===== src/rtl/core/ttsc_pkg.sv =====
package ttsc_pkg;

  localparam int TABLE_DEPTH = 10;

  localparam int SCORE_W = 16;
  localparam int DUR_W   = 32;
  localparam int CNT_W   = 16;
  localparam int RANK_W  = 4;
  localparam int SUM_W   = 16;

  localparam logic [31:0] SIGNATURE = 32'h034E_424F;

  // Seed is the low signature half plus twice the high half, modulo 2^16.
  localparam logic [SUM_W-1:0] SEED =
    SUM_W'({16'h0000, SIGNATURE[15:0]} + {15'h0000, SIGNATURE[31:16], 1'b0});

  typedef logic [SCORE_W-1:0] score_t;
  typedef logic [SUM_W-1:0]   term_t;

endpackage


===== src/rtl/core/ttsc_if.sv =====
interface ttsc_run_if;
  logic                          valid;
  logic                          ready;
  logic [ttsc_pkg::SCORE_W-1:0] new_score;
  logic [ttsc_pkg::DUR_W-1:0]   run_duration;

  modport source (output valid, output new_score, output run_duration, input ready);
  modport sink   (input valid, input new_score, input run_duration, output ready);
endinterface

interface ttsc_report_if;
  logic                         valid;
  logic                         ready;
  logic [ttsc_pkg::RANK_W-1:0]  placed_rank;
  logic [ttsc_pkg::SUM_W-1:0]   record_checksum;
  logic [ttsc_pkg::CNT_W-1:0]   runs_total;
  logic [ttsc_pkg::DUR_W-1:0]   duration_total;

  modport source (output valid, output placed_rank, output record_checksum,
                  output runs_total, output duration_total, input ready);
  modport sink   (input valid, input placed_rank, input record_checksum,
                  input runs_total, input duration_total, output ready);
endinterface


===== src/rtl/core/ttsc_cell.sv =====
module ttsc_cell #(
  parameter int WEIGHT = 3
) (
  input  logic             clk,
  input  logic             rst,
  input  logic             load,
  input  ttsc_pkg::score_t score_in,
  input  ttsc_pkg::score_t upper_entry,
  input  logic             upper_lt,
  output ttsc_pkg::score_t entry,
  output logic             lt,
  output logic             ins,
  output ttsc_pkg::term_t  term
);

  localparam ttsc_pkg::term_t W = ttsc_pkg::SUM_W'(WEIGHT);

  ttsc_pkg::score_t entry_next;

  assign lt  = entry < score_in;
  // The insertion point is the top cell whose entry is below the new score.
  assign ins = lt & ~upper_lt;

  always_comb begin
    entry_next = entry;
    if (load && lt) begin
      entry_next = upper_lt ? upper_entry : score_in;
    end
  end

  always_ff @(posedge clk) begin
    if (rst) begin
      entry <= '0;
    end else begin
      entry <= entry_next;
    end
  end

  always_ff @(posedge clk) begin
    term <= ttsc_pkg::SUM_W'(entry * W);
  end

endmodule


===== src/rtl/core/ttsc_sum.sv =====
module ttsc_sum #(
  parameter int N_TERMS = ttsc_pkg::TABLE_DEPTH + 3
) (
  input  logic            clk,
  input  ttsc_pkg::term_t terms [N_TERMS],
  output ttsc_pkg::term_t sum
);

  localparam int N_GROUPS = (N_TERMS + 3) / 4;

  ttsc_pkg::term_t grp [N_GROUPS];

  // First level: groups of four terms, registered.
  for (genvar g = 0; g < N_GROUPS; g++) begin : g_grp
    ttsc_pkg::term_t part [5];
    assign part[0] = '0;
    for (genvar k = 0; k < 4; k++) begin : g_k
      if (g * 4 + k < N_TERMS) begin : g_use
        assign part[k+1] = part[k] + terms[g*4+k];
      end else begin : g_pad
        assign part[k+1] = part[k];
      end
    end
    always_ff @(posedge clk) begin
      grp[g] <= part[4];
    end
  end

  // Second level: seed plus all group sums.
  ttsc_pkg::term_t acc [N_GROUPS+1];
  assign acc[0] = ttsc_pkg::SEED;
  for (genvar g = 0; g < N_GROUPS; g++) begin : g_acc
    assign acc[g+1] = acc[g] + grp[g];
  end
  assign sum = acc[N_GROUPS];

endmodule


===== src/rtl/core/top_ten_score_table_with_checksum_unit.sv =====
// Channel  Dir  Fields                                          Handshake
// run      in   new_score[15:0], run_duration[31:0]            valid/ready
// report   out  placed_rank[3:0], record_checksum[15:0],       valid/ready
//               runs_total[15:0], duration_total[31:0]
//
// On acceptance the table shifts; the weighted terms and group sums are then
// registered in turn, and the final sum goes into the report register.
// The block takes no new request while one is on the checksum path; a new
// request is taken in the cycle after the previous one reaches the report
// register. Reset clears the table, count, duration and the report valid.
// A stalled report holds its register and stops the next request at the
// final sum until it is taken.
module top_ten_score_table_with_checksum_unit #(
  parameter int TABLE_DEPTH = ttsc_pkg::TABLE_DEPTH
) (
  input  logic                 clk,
  input  logic                 rst,
  ttsc_run_if.sink             run,
  ttsc_report_if.source        report
);

  localparam int N_TERMS = TABLE_DEPTH + 3;
  localparam int RANK_IW = $clog2(TABLE_DEPTH + 1);

  localparam logic [1:0] S_IDLE = 2'd0;
  localparam logic [1:0] S_TERM = 2'd1;
  localparam logic [1:0] S_GRP  = 2'd2;
  localparam logic [1:0] S_FIN  = 2'd3;

  logic [1:0] state;
  logic [1:0] state_next;

  logic accept;
  logic fin_load;

  ttsc_pkg::score_t entry [TABLE_DEPTH];
  logic [TABLE_DEPTH-1:0] lt;
  logic [TABLE_DEPTH-1:0] ins;
  ttsc_pkg::term_t terms [N_TERMS];
  ttsc_pkg::term_t count_term;
  ttsc_pkg::term_t dur_lo_term;
  ttsc_pkg::term_t dur_hi_term;

  logic [ttsc_pkg::CNT_W-1:0] run_counter;
  logic [ttsc_pkg::DUR_W-1:0] duration_sum;
  logic [ttsc_pkg::RANK_W-1:0] rank_hold;
  logic [RANK_IW-1:0] rank_or;
  logic [RANK_IW-1:0] rank_calc;
  ttsc_pkg::term_t checksum;

  assign accept    = run.valid && run.ready;
  assign run.ready = (state == S_IDLE);
  assign fin_load  = (state == S_FIN) && (!report.valid || report.ready);

  for (genvar i = 0; i < TABLE_DEPTH; i++) begin : g_cell
    ttsc_pkg::score_t up_entry;
    logic             up_lt;
    if (i == 0) begin : g_head
      assign up_entry = '0;
      assign up_lt    = 1'b0;
    end else begin : g_link
      assign up_entry = entry[i-1];
      assign up_lt    = lt[i-1];
    end
    ttsc_cell #(.WEIGHT(i + 3)) u_cell (
      .clk         (clk),
      .rst         (rst),
      .load        (accept),
      .score_in    (run.new_score),
      .upper_entry (up_entry),
      .upper_lt    (up_lt),
      .entry       (entry[i]),
      .lt          (lt[i]),
      .ins         (ins[i]),
      .term        (terms[i])
    );
  end

  // Rank is the index of the one insertion cell, or the depth if none.
  always_comb begin
    rank_or = '0;
    for (int i = 0; i < TABLE_DEPTH; i++) begin
      if (ins[i]) begin
        rank_or = rank_or | RANK_IW'(i);
      end
    end
    rank_calc = (|ins) ? rank_or : RANK_IW'(TABLE_DEPTH);
  end

  always_ff @(posedge clk) begin
    if (rst) begin
      run_counter  <= '0;
      duration_sum <= '0;
    end else if (accept) begin
      run_counter  <= run_counter + 1'b1;
      duration_sum <= duration_sum + run.run_duration;
    end
  end

  always_ff @(posedge clk) begin
    if (accept) begin
      rank_hold <= ttsc_pkg::RANK_W'(rank_calc);
    end
  end

  always_ff @(posedge clk) begin
    count_term  <= ttsc_pkg::SUM_W'(run_counter * ttsc_pkg::SUM_W'(TABLE_DEPTH + 3));
    dur_lo_term <= ttsc_pkg::SUM_W'(duration_sum[15:0] *
                                    ttsc_pkg::SUM_W'(TABLE_DEPTH + 4));
    dur_hi_term <= ttsc_pkg::SUM_W'(duration_sum[31:16] *
                                    ttsc_pkg::SUM_W'(TABLE_DEPTH + 5));
  end

  assign terms[TABLE_DEPTH]   = count_term;
  assign terms[TABLE_DEPTH+1] = dur_lo_term;
  assign terms[TABLE_DEPTH+2] = dur_hi_term;

  ttsc_sum #(.N_TERMS(N_TERMS)) u_sum (
    .clk   (clk),
    .terms (terms),
    .sum   (checksum)
  );

  always_comb begin
    state_next = state;
    case (state)
      S_IDLE: begin
        if (accept) begin
          state_next = S_TERM;
        end
      end
      S_TERM: state_next = S_GRP;
      S_GRP:  state_next = S_FIN;
      S_FIN: begin
        if (fin_load) begin
          state_next = S_IDLE;
        end
      end
      default: state_next = S_IDLE;
    endcase
  end

  always_ff @(posedge clk) begin
    if (rst) begin
      state <= S_IDLE;
    end else begin
      state <= state_next;
    end
  end

  always_ff @(posedge clk) begin
    if (rst) begin
      report.valid <= 1'b0;
    end else if (fin_load) begin
      report.valid <= 1'b1;
    end else if (report.ready) begin
      report.valid <= 1'b0;
    end
  end

  always_ff @(posedge clk) begin
    if (fin_load) begin
      report.placed_rank     <= rank_hold;
      report.record_checksum <= checksum;
      report.runs_total      <= run_counter;
      report.duration_total  <= duration_sum;
    end
  end

  a_ins_unique: assert property (@(posedge clk) disable iff (rst)
    $onehot0(ins))
    else $error("more than one insertion point in the score table");

  a_accept_starts: assert property (@(posedge clk) disable iff (rst)
    accept |=> (state == S_TERM))
    else $error("accepted request did not start the checksum path");

  a_report_from_fin: assert property (@(posedge clk) disable iff (rst)
    $rose(report.valid) |-> ($past(state) == S_FIN))
    else $error("report raised outside the final sum step");

  for (genvar i = 1; i < TABLE_DEPTH; i++) begin : g_chk
    a_sorted: assert property (@(posedge clk) disable iff (rst)
      entry[i-1] >= entry[i])
      else $error("score table out of order");
  end

endmodule


===== src/flat_wrapper.sv =====
// flat-port wrapper written by rule: the top's interface ports become plain ports
module top_ten_score_table_with_checksum_unit_flat 
#(
  parameter int TABLE_DEPTH = ttsc_pkg::TABLE_DEPTH
)
  (clk, rst, run_valid, run_new_score, run_run_duration, run_ready, report_valid, report_placed_rank, report_record_checksum, report_runs_total, report_duration_total, report_ready);
  ttsc_run_if run_i ();
  ttsc_report_if report_i ();
  input  logic clk;
  input  logic rst;
  input wire logic [$bits(run_i.valid)-1:0] run_valid;
  input wire logic [$bits(run_i.new_score)-1:0] run_new_score;
  input wire logic [$bits(run_i.run_duration)-1:0] run_run_duration;
  output wire logic [$bits(run_i.ready)-1:0] run_ready;
  output wire logic [$bits(report_i.valid)-1:0] report_valid;
  output wire logic [$bits(report_i.placed_rank)-1:0] report_placed_rank;
  output wire logic [$bits(report_i.record_checksum)-1:0] report_record_checksum;
  output wire logic [$bits(report_i.runs_total)-1:0] report_runs_total;
  output wire logic [$bits(report_i.duration_total)-1:0] report_duration_total;
  input wire logic [$bits(report_i.ready)-1:0] report_ready;
  assign run_i.valid = run_valid;
  assign run_i.new_score = run_new_score;
  assign run_i.run_duration = run_run_duration;
  assign run_ready = run_i.ready;
  assign report_valid = report_i.valid;
  assign report_placed_rank = report_i.placed_rank;
  assign report_record_checksum = report_i.record_checksum;
  assign report_runs_total = report_i.runs_total;
  assign report_duration_total = report_i.duration_total;
  assign report_i.ready = report_ready;
  top_ten_score_table_with_checksum_unit #(.TABLE_DEPTH(TABLE_DEPTH)) u_core (.clk(clk), .rst(rst), .run(run_i), .report(report_i));
endmodule

===== config.mk =====
export PLATFORM = sky130hd
export DESIGN_NAME = top_ten_score_table_with_checksum_unit_flat
export DESIGN_NICKNAME = d
export VERILOG_FILES = /design/src/rtl/core/ttsc_pkg.sv /design/src/rtl/core/ttsc_if.sv /design/src/rtl/core/ttsc_cell.sv /design/src/rtl/core/ttsc_sum.sv /design/src/rtl/core/top_ten_score_table_with_checksum_unit.sv /design/src/flat_wrapper.sv
export SDC_FILE = /design/constraint.sdc
export NUM_CORES = 2
export LEC_CHECK = 0
export BUFFER_PORTS_ARGS = -buffer_cell sky130_fd_sc_hd__buf_2
export CORE_ASPECT_RATIO = 0.9
export CORE_MARGIN = 1.5
export CORE_UTILIZATION = 64
export CTS_CLUSTER_DIAMETER = 40
export CTS_CLUSTER_SIZE = 20
export DETAILED_ROUTE_END_ITERATION = 7
export PLACE_DENSITY = 0.85
export SETUP_SLACK_MARGIN = 0.05
export SLEW_MARGIN = 15
export SYNTH_ARGS = -nofsm -noshare
export SYNTH_HDL_FRONTEND = slang
export SYNTH_SLANG_ARGS = --single-unit

===== constraint.sdc =====
create_clock -name clk -period 5.8 [get_ports clk]
set_clock_uncertainty 0.2 [all_clocks]
set_input_delay 0.29 -clock clk [delete_from_list [all_inputs] [get_ports clk]]
set_output_delay 0.29 -clock clk [all_outputs]
set_load 0.05 [all_outputs]

=== Yosys cells after proc, flatten, opt, wreduce, memory -nomap -nowiden ===
Memory sizes are Yosys's and may differ from the RTL's.
Index checks and enable logic that the tools add are counted.

* Add/sub/neg operators: 15
* Multipliers: 11
* Div/mod/pow operators: 0
* Magnitude comparators: 10
* Equality and inequality tests: 5
* Shift-type cells: 0
* Multiplexer cells: 22
* Bitwise gates (word level): 19
* Reductions and logical operators: 19

{| class="wikitable"
|+ Operator list
! cell !! number
|-
| adder 16 bit || 12
|-
| less-than comparator 16 bit || 10
|-
| 2-to-1 mux 16 bit || 9
|-
| multiplier 16 x 4 -> 16 bit, second input constant || 4
|-
| adder 32 bit || 1
|-
| multiplier 16 x 3 -> 15 bit, second input constant || 2
|-
| multiplier 16 x 3 -> 16 bit, second input constant || 2
|-
| adder 15 x 16 -> 16 bit, first input constant || 1
|-
| adder 16 x 1 -> 16 bit, second input constant || 1
|-
| multiplier 16 x 2 -> 14 bit, second input constant || 1
|-
| multiplier 16 x 2 -> 15 bit, second input constant || 1
|-
| multiplier 16 x 2 -> 16 bit, second input constant || 1
|-
| logical AND 1 bit || 12
|-
| 2-to-1 mux 3 bit || 4
|-
| inverter 1 bit || 10
|-
| OR reduction 10 bit || 1
|-
| bitwise AND 1 bit || 9
|-
| 2-to-1 mux 2 bit || 4
|-
| one-hot mux 2 bit (4 select lines) || 1
|-
| == test 2 bit, second input constant || 2
|-
| 2-to-1 mux 1 bit || 4
|-
| OR reduction 3 bit || 1
|-
| == test 2 x 1 -> 1 bit, second input constant || 1
|-
| zero test 2 bit || 1
|-
| other kinds (6) || 6
|}

* Register bits after elaboration: 481
* Bits in latches: 0
* Memory bits (writable): 64
* Memory bits (read-only): 0
* Input bits: 52
* Logic and storage cells: 135
* Memories kept: 1

{| class="wikitable"
|+ Memories
! memory !! depth !! width !! rd ports !! clocked after Yosys merged registers in !! wr ports !! line !! RTL
|-
| u_core.u_sum.grp || 4 || 16 || 4 || 0 || 4 || ttsc_sum.sv:11 || <nowiki>ttsc_pkg::term_t grp [N_GROUPS];</nowiki>
|}

=== Depth between registers and ports, before layout ===
* Depth after elaboration: 11
* Mapped depth: 18
* Depth with buffers taken out: 18

=== Modules after synthesis ===
A second synthesis with hierarchy kept.

* Cells, all modules: 4,022
* Area total of the unflattened synthesis: 39,207.6 µm²

{| class="wikitable"
|+ By module, submodules not included
! module !! times used !! cells each !! area each (µm²)
|-
| top_ten_score_table_with_checksum_unit || 1 || 931 || 9,716.8
|-
| ttsc_sum || 1 || 782 || 7,415.9
|-
| ttsc_cell at u_core.g_cell[8].u_cell || 1 || 295 || 2,736.4
|-
| ttsc_cell at u_core.g_cell[4].u_cell || 1 || 266 || 2,632.5
|-
| ttsc_cell at u_core.g_cell[2].u_cell || 1 || 248 || 2,369.8
|-
| ttsc_cell at u_core.g_cell[0].u_cell || 1 || 258 || 2,346.0
|-
| ttsc_cell at u_core.g_cell[6].u_cell || 1 || 236 || 2,283.4
|-
| ttsc_cell at u_core.g_cell[7].u_cell || 1 || 238 || 2,270.9
|-
| ttsc_cell at u_core.g_cell[3].u_cell || 1 || 231 || 2,160.8
|-
| ttsc_cell at u_core.g_cell[9].u_cell || 1 || 221 || 2,097.0
|-
| ttsc_cell at u_core.g_cell[1].u_cell || 1 || 158 || 1,595.3
|-
| ttsc_cell at u_core.g_cell[5].u_cell || 1 || 158 || 1,582.8
|}

=== Worst setup path after synthesis ===
No wires, ideal clock.

* Path kind: register to register
* From: register u_core.report.valid
* To: register u_core.report.duration_total[0], enable pin
* Setup time: 0.503 ns
* Arrival: 3.729 ns
* Required time: 5.097 ns
* Path slack: 1.368 ns
* Cell stages (with the launch flop): 3
* Path buffers: 0
* Path through: dfxtp_1 > nor2b_1 > nor2b_1

* Cells in the longest elaborated chain, start to end: 3

{| class="wikitable"
|+ Ends and longest elaborated chain
! element !! line !! RTL
|-
| from (decl) || ttsc_if.sv:19 || <nowiki>modport source (output valid, output placed_rank, output record_checksum,</nowiki>
|-
| from (signal assigned) || top_ten_score_table_with_checksum_unit.sv:153 || <nowiki>report.valid <= 1'b0;</nowiki>
|-
| from (signal assigned) || top_ten_score_table_with_checksum_unit.sv:155 || <nowiki>report.valid <= 1'b1;</nowiki>
|-
| from (signal assigned) || top_ten_score_table_with_checksum_unit.sv:157 || <nowiki>report.valid <= 1'b0;</nowiki>
|-
| zero test 1 bit || top_ten_score_table_with_checksum_unit.sv:53 || <nowiki>assign fin_load = (state == S_FIN) && (!report.valid || report.ready);</nowiki>
|-
| logical OR 1 bit || top_ten_score_table_with_checksum_unit.sv:53 ||
|-
| logical AND 1 bit || top_ten_score_table_with_checksum_unit.sv:53 ||
|-
| net u_core.fin_load || top_ten_score_table_with_checksum_unit.sv:34 || <nowiki>logic fin_load;</nowiki>
|-
| to (signal assigned) || top_ten_score_table_with_checksum_unit.sv:166 || <nowiki>report.duration_total <= duration_sum;</nowiki>
|-
| to (decl) || ttsc_if.sv:20 || <nowiki>output runs_total, output duration_total, input ready);</nowiki>
|}

The timed path passes the listed nets, and every way through them passes these cells.
A chain may end at the register's enable or synchronous reset.

==> flow_metrics.env <==
export IMPL_status="completed"
export IMPL_syn2layout_area_growth_pct=11.6
export IMPL_arrival_ns=4.61
export IMPL_drc=0
export IMPL_dieArea_um2=56300
export IMPL_cts_tree="yes"
export IMPL_drv_slew=0
export IMPL_cts_root_buf="clkbuf_16"
export IMPL_max_freq_ghz=0.225
export IMPL_ctsResizeCount=0
export IMPL_port_buffers=121
export IMPL_crit_path_max_incr_delay_ns=0.55
export IMPL_ys_warn_count=0
export IMPL_synthDominantCellAreaShare_pct=27.0
export IMPL_r2r_end="u_core.report.record_checksum[15]"
export IMPL_setup_viol=0
export IMPL_r2r_cells=16
export IMPL_clock_latency_ns=0.62
export IMPL_critPathBufInv=2
export IMPL_syn_area_per_cell_um2=9.81
export IMPL_cp_end_kind="register"
export IMPL_hold_viol=0
export IMPL_synthTopCellsByArea="dfxtp_1, ha_1, fa_1, edfxtp_1, xnor2_1"
export IMPL_num_vias=26700
export IMPL_final_cell_area_um2=39200
export IMPL_rows=81
export IMPL_rrSetupSlack_ns=1.36
export IMPL_grt_pass1_vias=26600
export IMPL_antenna_found_initial=4
export IMPL_die_x_um=250
export IMPL_seq_area_frac_synth_pct=33.1
export IMPL_path_common_cell="fa_1"
export IMPL_syn_area_um2=35100
export IMPL_wl_per_cell_um=18.9
export IMPL_clockBufferDepth=3
export IMPL_grt_pass1_wl_um=137000
export IMPL_cpMaxStageDelayCell="fa_1"
export IMPL_via_per_inst=5.95
export IMPL_async_flop_share_pct=0
export IMPL_crit_fanout=2
export IMPL_cts_htree_levels=3
export IMPL_synth_seq_cells=545
export IMPL_path_clk_slew_ns=0.07
export IMPL_postPlaceCellArea_um2=36300
export IMPL_max_slew_margin_pct=32.1
export IMPL_rsz0062_at_grt="false"
export IMPL_min_to="u_core.duration_sum[21]"
export IMPL_min_path_cells=2
export IMPL_gp_congestion=0.920
export IMPL_fin_nets=4436
export IMPL_timing_final_crit_share_pct=76.6
export IMPL_wl_um=85000
export IMPL_setup_tns_ns=0
export IMPL_yosysTopAreaCell="dfxtp_1"
export IMPL_drive_gt1_share_pct=9.55
export IMPL_cpLargestDelayFamily="adder cells"
export IMPL_synth_edff_count=72
export IMPL_required_ns=5.97
export IMPL_drv_cap=0
export IMPL_synthCells=3579
export IMPL_path_cells="inv_1 > ha_1 > fa_1 > fa_1 > inv_1 > ha_1 > fa_1 > a21o_1 > a21oi_1 > o21bai_1 > a211o_1 > nand3_1 > a31oi_1 > a21o_1 > a21oi_1 > xnor2_1"
export IMPL_hp_start="rst"
export IMPL_grt_max_degree=101
export IMPL_r2r_start="u_core.u_sum.grp[2][1]"
export IMPL_fillers=3575
export IMPL_hold_path_class="in2reg"
export IMPL_start_util_pct=64.7
export IMPL_globalRouteOverflowTotal=0
export IMPL_worstSetupPathType="reg2reg"
export IMPL_ff_latch_area_um2=11600
export IMPL_postCtsSetupBuffers=0
export IMPL_final_common_cell="dfxtp_1"
export IMPL_dr_pass1_iters=5
export IMPL_drt_initial_drc_count=1816
export IMPL_cts_buffers=73
export IMPL_gr_usage_all_layers_pct=30.3
export IMPL_die_height_um=225
export IMPL_postCtsHoldBufs=26
export IMPL_coreArea_um2=54200
export IMPL_multi_input_area_um2=21500
export IMPL_synthesis_nets=4294
export IMPL_ys_types=76
export IMPL_synth_ff_type="dfxtp_1"
export IMPL_ant_nets=0
export IMPL_tightest_slew_ns=1.02
export IMPL_io_pins=122
export IMPL_clock_sinks=545
export IMPL_hpwlAfterDp_um=61100
export IMPL_layout_common_cells="dfxtp_1, ha_1, inv_1, nor2_1, a21oi_1"
export IMPL_period_minus_slack_ns=4.44
export IMPL_critPathLaunchType="register"
## cell families (layout without fill, tap and decap cells)
logic type | Yosys count | count (layout) | synth area share, %
AND/OR/NAND/NOR | 793 | 793 | 10.2
AO/OA/AOI/OAI | 769 | 769 | 15.3
flip-flops | 545 | 545 | 33.1
multiplexers | 60 | 60 | 1.72
other | 0 | 1 | 0
XOR/XNOR | 243 | 243 | 6.06
buffers and inverters | 506 | 708 | 5.74
adder cells (fa/ha/maj) | 663 | 663 | 27.8
## area by class of cell
class                      count  area share (%)
antenna                        1         0.00639
clock buffer                  79            4.96
clock inverter                56            1.68
inverter                     403            3.86
multi-input combinational   2528            54.8
sequential                   545            29.7
tap                          705            2.25
timing repair buffer         170            2.69
## metrics by stage
step | hold WS, ns | util, % | worst slack, ns | cells
after global placement | 0.111 | 66.9 | 1.50 | 4324
after floorplan | 0.110 | - | 1.37 | 3579
after global routing | 0.0238 | 72.2 | 1.11 | 4487
final | 0.0185 | 72.2 | 1.36 | 4487
after detailed placement | 0.113 | 66.9 | 1.42 | 4324
after CTS | 0.00194 | 72.2 | 1.33 | 4485
## worst max-delay path by stage
| stage | slack (ns) | start | to | cells past startpoint |
|---|---|---|---|---|
| 2_1_floorplan | 1.37 | u_core.report.valid | u_core.report.duration_total[0] | 2 |
| 5_1_grt | 1.11 | u_core.u_sum.grp[2][1] | u_core.report.record_checksum[15] | 16 |
| 6_report | 1.36 | u_core.u_sum.grp[2][1] | u_core.report.record_checksum[15] | 16 |
| 4_1_cts | 1.33 | u_core.u_sum.grp[2][1] | u_core.report.record_checksum[15] | 16 |
| 3_5_place_dp | 1.42 | u_core.u_sum.grp[2][1] | u_core.report.record_checksum[15] | 16 |
| 3_3_place_gp | 1.50 | u_core.u_sum.grp[2][1] | u_core.report.record_checksum[15] | 16 |
## cell usage after synthesis, types with 8 or more instances
master / instances
a211o_1: 17
a211oi_1: 108
a211oi_2: 27
a21o_1: 85
a21oi_1: 269
a311oi_1: 18
a311oi_2: 14
a31oi_1: 19
and2_1: 11
and3_1: 15
buf_2: 26
buf_4: 8
clkbuf_1: 57
dfxtp_1: 473
edfxtp_1: 72
fa_1: 195
ha_1: 468
inv_1: 403
mux2i_1: 58
nand2_1: 174
nand2b_1: 25
nand3_1: 49
nand3b_1: 10
nand4_1: 19
nor2_1: 347
nor2b_1: 44
nor3_1: 45
o2111ai_1: 11
o211ai_1: 8
o21a_1: 15
o21ai_0: 69
o21bai_1: 25
o41ai_1: 8
or2_2: 19
or3_1: 15
xnor2_1: 189
xor2_1: 54
## sequential cells by signal, summed over array words and instances (netlist names)
signal                         cells
u_core.g_cell.u_cell.term        151
u_core.g_cell.u_cell.entry       160
u_core.dur_hi_term                16
u_core.duration_sum               32
u_core.count_term                 16
u_core.state                       2
u_core.report.valid                1
u_core.report.duration_total      32
u_core.rank_hold                   4
u_core.run_counter                16
u_core.u_sum.grp                  64
u_core.report.record_checksum     16
u_core.report.runs_total          16
u_core.report.placed_rank          4
u_core.dur_lo_term                15
## layer usage
layer	global-route usage, %	part of all wire, %
met1	39.9	43
met2	48.9	45
met3	5.36	6.9
met4	14.0	4.7
met5	0	0.048
Power is not shown: default switching activity piles up to over one toggle a cycle in this logic, so the estimate is an artifact.
